$ cat src/hdl/ssrt_pkg.sv
// shared types and constants for the sorted segment region table
`default_nettype none
package ssrt_pkg;

  localparam int unsigned NumRegions = 3;

  // item kinds
  localparam logic KindAlloc = 1'b0;
  localparam logic KindFree  = 1'b1;

  // result status codes
  localparam logic [1:0] StatusOk       = 2'd0;
  localparam logic [1:0] StatusZero     = 2'd1;
  localparam logic [1:0] StatusFull     = 2'd2;
  localparam logic [1:0] StatusNotFound = 2'd3;

  // region codes
  localparam logic [1:0] RegionStack  = 2'd0;
  localparam logic [1:0] RegionHeap   = 2'd1;
  localparam logic [1:0] RegionStatic = 2'd2;
  localparam logic [1:0] RegionNone   = 2'd3;

  // input word
  typedef struct packed {
    logic        kind;
    logic [1:0]  region;
    logic [31:0] start_addr;
    logic [31:0] end_addr;
    logic [31:0] overflow_end;
    logic [15:0] elem_size;
  } req_t;

  // result word
  typedef struct packed {
    logic [1:0]  status;
    logic [1:0]  region_hit;
    logic [31:0] extent_start;
    logic [31:0] extent_end;
    logic [4:0]  entry_count;
  } rsp_t;

endpackage
`default_nettype wire

$ cat src/hdl/ssrt_req_if.sv
// valid/ready channel that carries request words
`default_nettype none
interface ssrt_req_if;
  logic              valid;
  logic              ready;
  ssrt_pkg::req_t    data;
  modport source (output valid, output data, input ready);
  modport sink   (input valid, input data, output ready);
endinterface
`default_nettype wire

$ cat src/hdl/ssrt_rsp_if.sv
// valid/ready channel that carries result words
`default_nettype none
interface ssrt_rsp_if;
  logic              valid;
  logic              ready;
  ssrt_pkg::rsp_t    data;
  modport source (output valid, output data, input ready);
  modport sink   (input valid, input data, output ready);
endinterface
`default_nettype wire

$ cat src/hdl/sorted_segment_region_table_core.sv
// top level: segment tables per region in one memory, sequenced insert and remove
// allocate: extent update, then a read and compare per entry walked (moving greater ones up), then the put;
//   a rejected allocate goes straight to the result; free searches, shifts later entries down, then updates
// throughput: one word at a time, set by the single-port segment memory (one access a cycle)
// reset clears the region extents and counts; the segment memory is left as is
// results wait in an output register, the next word is taken while one waits
`default_nettype none
module sorted_segment_region_table_core #(
  parameter int unsigned SEG_DEPTH = 16,
  parameter int unsigned ADDR_BITS = 32
) (
  input  wire logic  clk_i,
  input  wire logic  rst_ni,
  ssrt_req_if.sink   req_i,
  ssrt_rsp_if.source rsp_o
);

  localparam int unsigned MemDepth = ssrt_pkg::NumRegions * SEG_DEPTH;
  localparam int unsigned MemAw    = $clog2(MemDepth);
  localparam int unsigned IdxW     = $clog2(SEG_DEPTH + 1);

  typedef logic [ADDR_BITS-1:0] addr_t;
  typedef logic [IdxW-1:0]      idx_t;
  typedef struct packed {
    addr_t s;
    addr_t e;
    addr_t o;
  } seg_t;

  localparam idx_t IdxOne  = idx_t'(1);
  localparam idx_t IdxFull = idx_t'(SEG_DEPTH);

  typedef enum logic [3:0] {
    StIdle, StExtLo, StExtHi, StInsRd, StInsChk, StInsPut,
    StFreeRd, StFreeChk, StShRd, StShWr, StFinRd, StFinUpd, StOut
  } state_e;

  state_e     st_q;
  addr_t      low_q  [ssrt_pkg::NumRegions];
  addr_t      high_q [ssrt_pkg::NumRegions];
  idx_t       used_q [ssrt_pkg::NumRegions];
  logic [1:0] r_q;
  idx_t       i_q, pos_q, n_q;
  addr_t      s_q, e_q, ov_q;
  logic [15:0] sz_q;
  logic       ovalid_q;
  ssrt_pkg::rsp_t odata_q;
  logic [1:0] pst_q;
  logic [1:0] phit_q;

  // segment memory
  seg_t             mem_q [MemDepth];
  seg_t             rd_q;
  logic [MemAw-1:0] ma;
  logic             mwe;
  seg_t             mwd;

  always_ff @(posedge clk_i) begin
    if (mwe) begin
      mem_q[ma] <= mwd;
    end
    rd_q <= mem_q[ma];
  end

  function automatic logic [MemAw-1:0] addr_of(logic [1:0] r, idx_t i);
    return MemAw'(r * SEG_DEPTH + i);
  endfunction

  // memory port select
  always_comb begin
    mwe = 1'b0;
    mwd = rd_q;
    ma  = addr_of(r_q, i_q);
    case (st_q)
      StInsChk: begin
        // move a greater entry one slot up
        mwe = (rd_q.s > s_q);
        ma  = addr_of(r_q, i_q + IdxOne);
      end
      StInsPut: begin
        mwe = 1'b1;
        ma  = addr_of(r_q, pos_q);
        mwd = '{s: s_q, e: e_q, o: ov_q};
      end
      StShRd:  ma = addr_of(r_q, i_q + IdxOne);
      StShWr:  mwe = 1'b1;
      StFinRd: ma = addr_of(r_q, (pos_q == '0) ? '0 : pos_q - IdxOne);
      default: ;
    endcase
  end

  // extent arithmetic
  addr_t sum_w;
  addr_t hi_e_w;
  addr_t hi_new_w;
  assign sum_w    = s_q + addr_t'(sz_q);
  assign hi_e_w   = (high_q[r_q] < e_q) ? e_q : high_q[r_q];
  assign hi_new_w = (ov_q != '0 && hi_e_w < ov_q) ? ov_q : hi_e_w;

  logic out_load;
  assign out_load = (st_q == StOut) && (!ovalid_q || rsp_o.ready);

  assign req_i.ready = (st_q == StIdle);
  assign rsp_o.valid = ovalid_q;
  assign rsp_o.data  = odata_q;

  // sequencer
  always_ff @(posedge clk_i or negedge rst_ni) begin
    if (!rst_ni) begin
      st_q     <= StIdle;
      ovalid_q <= 1'b0;
      odata_q  <= '0;
      r_q      <= '0;
      i_q      <= '0;
      pos_q    <= '0;
      n_q      <= '0;
      s_q      <= '0;
      e_q      <= '0;
      ov_q     <= '0;
      sz_q     <= '0;
      pst_q    <= '0;
      phit_q   <= '0;
      for (int k = 0; k < ssrt_pkg::NumRegions; k++) begin
        low_q[k]  <= '0;
        high_q[k] <= '0;
        used_q[k] <= '0;
      end
    end else begin
      ovalid_q <= out_load || (ovalid_q && !rsp_o.ready);
      case (st_q)
        StIdle: begin
          if (req_i.valid && req_i.ready) begin
            s_q  <= addr_t'(req_i.data.start_addr);
            e_q  <= addr_t'(req_i.data.end_addr);
            ov_q <= addr_t'(req_i.data.overflow_end);
            sz_q <= req_i.data.elem_size;
            i_q  <= '0;
            if (req_i.data.kind == ssrt_pkg::KindFree) begin
              r_q  <= ssrt_pkg::RegionStack;
              st_q <= StFreeRd;
            end else if (req_i.data.region == ssrt_pkg::RegionNone) begin
              pst_q <= ssrt_pkg::StatusNotFound; phit_q <= ssrt_pkg::RegionNone;
              st_q <= StOut;
            end else begin
              r_q <= req_i.data.region;
              phit_q <= req_i.data.region;
              if (addr_t'(req_i.data.start_addr) == '0) begin
                pst_q <= ssrt_pkg::StatusZero; st_q <= StOut;
              end else if (used_q[req_i.data.region] >= IdxFull) begin
                pst_q <= ssrt_pkg::StatusFull; st_q <= StOut;
              end else begin
                pst_q <= ssrt_pkg::StatusOk;
                n_q <= used_q[req_i.data.region];
                st_q <= StExtLo;
              end
            end
          end
        end
        // allocate: low side of the extent, or high to start plus size, and default end
        StExtLo: begin
          if (low_q[r_q] == '0 || low_q[r_q] > s_q) low_q[r_q] <= s_q;
          else if (high_q[r_q] < s_q) high_q[r_q] <= sum_w;
          if (e_q == '0) e_q <= sum_w;
          st_q <= StExtHi;
        end
        // allocate: raise the extent to end and overflow end
        StExtHi: begin
          high_q[r_q] <= hi_new_w;
          if (n_q == '0) begin
            pos_q <= '0; st_q <= StInsPut;
          end else begin
            i_q <= n_q - IdxOne; st_q <= StInsRd;
          end
        end
        StInsRd: st_q <= StInsChk;
        // walk down from the last entry, moving greater starts up
        StInsChk: begin
          if (rd_q.s > s_q) begin
            if (i_q == '0) begin
              pos_q <= '0; st_q <= StInsPut;
            end else begin
              i_q <= i_q - IdxOne; st_q <= StInsRd;
            end
          end else begin
            pos_q <= i_q + IdxOne; st_q <= StInsPut;
          end
        end
        StInsPut: begin
          used_q[r_q] <= n_q + IdxOne;
          st_q <= StOut;
        end
        // free: search regions in order
        StFreeRd: begin
          if (i_q == used_q[r_q]) begin
            if (r_q == ssrt_pkg::RegionStatic) begin
              pst_q <= ssrt_pkg::StatusNotFound; phit_q <= ssrt_pkg::RegionNone;
              st_q <= StOut;
            end else begin
              r_q <= r_q + 2'd1; i_q <= '0;
            end
          end else st_q <= StFreeChk;
        end
        StFreeChk: begin
          if (rd_q.s == s_q) begin
            pos_q <= i_q; n_q <= used_q[r_q];
            pst_q <= ssrt_pkg::StatusOk; phit_q <= r_q;
            st_q <= StShRd;
          end else begin
            i_q <= i_q + IdxOne; st_q <= StFreeRd;
          end
        end
        // close the gap one entry at a time
        StShRd: begin
          if (i_q + IdxOne == n_q) st_q <= StFinRd;
          else st_q <= StShWr;
        end
        StShWr: begin
          i_q <= i_q + IdxOne; st_q <= StShRd;
        end
        StFinRd: st_q <= StFinUpd;
        // free: extent after removal
        StFinUpd: begin
          used_q[r_q] <= n_q - IdxOne;
          if (pos_q == '0) begin
            if (n_q != IdxOne) low_q[r_q] <= rd_q.s;
            else begin
              low_q[r_q] <= '0; high_q[r_q] <= '0;
            end
          end else if (pos_q == n_q - IdxOne) high_q[r_q] <= rd_q.e;
          st_q <= StOut;
        end
        StOut: begin
          if (out_load) begin
            odata_q.status     <= pst_q;
            odata_q.region_hit <= phit_q;
            if (phit_q == ssrt_pkg::RegionNone) begin
              odata_q.extent_start <= '0;
              odata_q.extent_end   <= '0;
              odata_q.entry_count  <= '0;
            end else begin
              odata_q.extent_start <= 32'(low_q[phit_q]);
              odata_q.extent_end   <= 32'(high_q[phit_q]);
              odata_q.entry_count  <= 5'(used_q[phit_q]);
            end
            st_q <= StIdle;
          end
        end
        default: st_q <= StIdle;
      endcase
    end
  end

endmodule
`default_nettype wire

$ cat src/flat_wrapper.sv
// flat-port wrapper written by rule: the top's interface ports become plain ports
module sorted_segment_region_table_core_flat 
#(
  parameter int unsigned SEG_DEPTH = 16,
  parameter int unsigned ADDR_BITS = 32
)
  (clk_i, rst_ni, req_i_valid, req_i_data, req_i_ready, rsp_o_valid, rsp_o_data, rsp_o_ready);
  ssrt_req_if req_i_i ();
  ssrt_rsp_if rsp_o_i ();
  input  wire logic clk_i;
  input  wire logic rst_ni;
  input wire logic [$bits(req_i_i.valid)-1:0] req_i_valid;
  input wire logic [$bits(req_i_i.data)-1:0] req_i_data;
  output wire logic [$bits(req_i_i.ready)-1:0] req_i_ready;
  output wire logic [$bits(rsp_o_i.valid)-1:0] rsp_o_valid;
  output wire logic [$bits(rsp_o_i.data)-1:0] rsp_o_data;
  input wire logic [$bits(rsp_o_i.ready)-1:0] rsp_o_ready;
  assign req_i_i.valid = req_i_valid;
  assign req_i_i.data = req_i_data;
  assign req_i_ready = req_i_i.ready;
  assign rsp_o_valid = rsp_o_i.valid;
  assign rsp_o_data = rsp_o_i.data;
  assign rsp_o_i.ready = rsp_o_ready;
  sorted_segment_region_table_core #(.SEG_DEPTH(SEG_DEPTH), .ADDR_BITS(ADDR_BITS)) u_core (.clk_i(clk_i), .rst_ni(rst_ni), .req_i(req_i_i), .rsp_o(rsp_o_i));
endmodule
$ cat config.mk
export PLATFORM = sky130hd
export DESIGN_NAME = sorted_segment_region_table_core_flat
export DESIGN_NICKNAME = d
export VERILOG_FILES = /design/src/hdl/ssrt_pkg.sv /design/src/hdl/ssrt_req_if.sv /design/src/hdl/ssrt_rsp_if.sv /design/src/hdl/sorted_segment_region_table_core.sv /design/src/flat_wrapper.sv
export SDC_FILE = /design/constraint.sdc
export NUM_CORES = 2
export LEC_CHECK = 0
export ABC_AREA = 1
export BUFFER_PORTS_ARGS = -buffer_cell sky130_fd_sc_hd__buf_2
export CAP_MARGIN = 20
export CORE_MARGIN = 10
export CORE_UTILIZATION = 35
export CTS_CLUSTER_SIZE = 16
export DETAILED_ROUTE_END_ITERATION = 10
export PLACE_DENSITY_LB_ADDON = 0.08
export SYNTH_ARGS = -nofsm -noshare
export SYNTH_HDL_FRONTEND = slang
export SYNTH_MEMORY_MAX_BITS = 65536
export SYNTH_SLANG_ARGS = --single-unit
$ cat constraint.sdc
create_clock -name clk_i -period 11.3 [get_ports clk_i]
set_clock_uncertainty 0.05 [all_clocks]
set_input_delay 0.565 -clock clk_i [delete_from_list [all_inputs] [get_ports clk_i]]
set_output_delay 0.565 -clock clk_i [all_outputs]
set_load 0.02 [all_outputs]
==> flow_metrics.py <==
metrics = {
    "status": {
        "status": "completed",
    },
    "power": {
        "powerDensity_mw_per_mm2": 344,
        "vdd_drop_max_mv": 0.394,
        "p_total_mw": 58.0,
        "p_leak_nw": 59.7,
    },
    "routing": {
        "drtIter0Drc": 11100,
        "antenna_left": 0,
        "vias": 102000,
        "wl_per_cell_um": 33.9,
        "first_pass_iters": 8,
        "drt-total-wl_mm": 595,
        "drc": 0,
        "viasPerCell": 5.79,
    },
    "cells_and_area": {
        "syn2layout_area_growth_pct": 15.8,
        "drive_gt1_frac": 0.114,
        "n_fill_cell": 38500,
        "nNetsFinal": 12100,
    },
    "sta": {
        "setup-tns-final_ps": 0,
        "slew_headroom": 0.167,
        "fin_crit_ps": 7690,
        "setup_viol": 0,
        "slew_violations": 0,
        "max_freq_mhz": 130,
        "rsz0062_at_grt": "no",
        "hold_viol_final": 0,
        "finalCritPeriodShare": 0.681,
        "worst_pin_slew_ps": 1250,
    },
    "clock_network": {
        "h-tree-depth": 5,
        "clk_pin_slew_ps": 70,
        "cts_setup_buffers": 0,
        "cts_hold_buf": 112,
        "cts_inserted_buffers": 402,
        "clk_latency_ps": 1020,
        "cts-root-buf": "clkbuf_16",
        "clock_path_buffers": 4,
        "cts_tree": "yes",
        "clock-sinks": 3554,
        "cts_resized": 0,
    },
    "synth": {
        "ys_warn_count": 0,
        "synth.avg_cell_area_um2": 12.8,
        "synth-edff-count": 3072,
        "synth_seq_cells": 3554,
        "netlist_area_mm2": 0.146,
        "ys_top_cells_by_count": "3072 x edfxtp_1, 2030 x nand2_1, 684 x o21ai_0, 659 x nor2_1, 650 x inv_1",
        "synth_top_cell_area_share": 0.633,
        "synth_area_leader_cell": "edfxtp_1",
        "yosysSeqAreaShare": 0.713,
        "ys_top_cells_by_area": "edfxtp_1 63%, dfrtp_1 7.2%, nand2_1 5.2%",
        "synth.most_common_cell": "edfxtp_1",
        "syn-num-nets": 11700,
        "async_flop_share": 0.118,
        "synth_cells": 11300,
        "synth.distinct_cells": 74,
        "synth_flop_cell": "edfxtp_1",
    },
    "critical_path": {
        "slowest_delay_ps": 710,
        "cp.required_ps": 12160,
        "startpoint_type": "flop",
        "cp_top_family": "simple AND/OR/NAND/NOR gates",
        "crit_top_cell": "nand2_1",
        "cp-end-kind": "flop",
        "crit_path_max_fanout": 39,
        "worst-path-buf-inv": 5,
        "crit_slowest_cell": "dfrtp_1",
        "arrival_ps": 8550,
        "crit_type": "reg2reg",
    },
    "die": {
        "core.rowCount": 236,
        "dieHeight_um": 665,
        "initial_core_util": 0.352,
        "dieArea_mm2": 0.443,
        "core_mm2": 0.414,
        "ioPinCount": 194,
        "fp.dieW_um": 665,
    },
    "flow_run": {
        "maxCapViolations": 0,
    },
    "worst_hold_path": {
        "hp-class": "in2reg",
    },
    "place": {
        "portBuffers": 193,
        "dpl.hpwl_mm": 337,
        "gp_congestion": 0.899,
    },
    "grt": {
        "grt_remaining_overflow": 0,
        "grt_max_degree": 108,
        "grt.total_usage": 0.259,
        "grt_pass1_vias": 99600,
        "grt_pass1_wl_mm": 820,
        "antenna_found_initial": 25,
    },
}
[cells in the final DEF (no fill, tap or decap), types with 263 or more instances in the layout]
cell type	count
a21oi_1	424
a221oi_1	348
a22o_1	381
a22oi_1	263
buf_4	321
clkbuf_16	405
dfrtp_1	415
edfxtp_1	3072
inv_1	640
nand2_1	2022
nand3_1	357
nand4_1	344
nor2_1	605
o21ai_0	620
[layout make-up]
| class | count | area, um2 | share of cell area |
|---|---|---|---|
| Multi-Input combinational cell | 6446 | 37200 | 0.221 |
| Clock inverter | 217 | 1940 | 0.0115 |
| Tap cell | 5474 | 6850 | 0.0406 |
| Timing Repair Buffer | 666 | 5340 | 0.0316 |
| Sequential cell | 3554 | 104000 | 0.616 |
| Clock buffer | 526 | 10800 | 0.0642 |
| Inverter | 677 | 2590 | 0.0154 |
| Antenna cell | 9 | 22.5 | 0.000133 |
[flip-flops by register name (all words and copies together), names as in the netlist, 15 cells and up]
| register | flops |
|---|---|
| u_core.sz_q | 16 |
| u_core.mem_q | 3072 |
| u_core.low_q | 96 |
| u_core.rd_q | 64 |
| u_core.ov_q | 32 |
| u_core.e_q | 32 |
| u_core.high_q | 96 |
| u_core.used_q | 15 |
| u_core.s_q | 32 |
| u_core.rsp_o.data | 73 |
[layer usage]
layer  share of wire  vias to the layer above  track usage
li1                -                    43300            -
met1            0.43                    53400        0.357
met2            0.46                     4266        0.420
met3           0.069                      813       0.0412
met4           0.034                        8       0.0781
met5        0.000092                        -            0
[metrics by stage]
step                hold slack (ps)  cell area [um2]  setup slack [ps]  utilization  cells
floorplan                       219           146000              5250            -  11300
global placement                409           154000              3170        0.373  16700
detailed placement              416           155000              3500        0.373  16700
CTS                           0.364           168000              3530        0.407  17500
global route                   19.1           169000              3170        0.408  17600
finish                         61.4           169000              3610        0.408  17600
[worst paths after layout]
path / start / endpoint / cells past startpoint / slack, ps
min reg2reg: u_core.rsp_o.data[27]$_DFFE_PN0P_ / u_core.rsp_o.data[27]$_DFFE_PN0P_ / 2 / 430
max in group asynchronous: rst_ni / u_core.high_q[12]$_DFFE_PN0P_ / 4 / 8840
max: u_core.r_q[0]$_DFFE_PN0P_ / u_core.high_q[93]$_DFFE_PN0P_ / 26 / 3610
min: req_i_data[114] / u_core.r_q[1]$_DFFE_PN0P_ / 4 / 60
max reg2reg: u_core.r_q[0]$_DFFE_PN0P_ / u_core.high_q[93]$_DFFE_PN0P_ / 26 / 3610
min in group asynchronous: rst_ni / u_core.rsp_o.data[48]$_DFFE_PN0P_ / 2 / 210
[tightest hold or removal path, delay by kind of cell]
| kind | cells | cell delay (ps) |
|---|---|---|
| AOI/OAI and AO/OA | 2 | 270 |
| buffers and inverters | 2 | 210 |
[kinds of logic (layout without fill, tap and decap cells)]
group | count (synthesis) | in the layout | synth area share
flops | 3554 | 3554 | 0.713
simple gates | 3523 | 3523 | 0.102
compound gates | 2685 | 2685 | 0.127
buf+inv | 1346 | 2086 | 0.0381
fa+ha+maj | 186 | 186 | 0.0160
xor+xnor | 35 | 35 | 0.00210
mux | 17 | 17 | 0.00131
other cells | 0 | 9 | 0
[power by group]
| part | leakage [nW] | internal (mW) | switching, mW |
|---|---|---|---|
| combinational | 19.9 | 7.07 | 19.6 |
| sequential | 33.6 | 17.6 | 0.951 |
| clock | 6.22 | 7.26 | 5.53 |
Power figures use the tool's default switching activity.
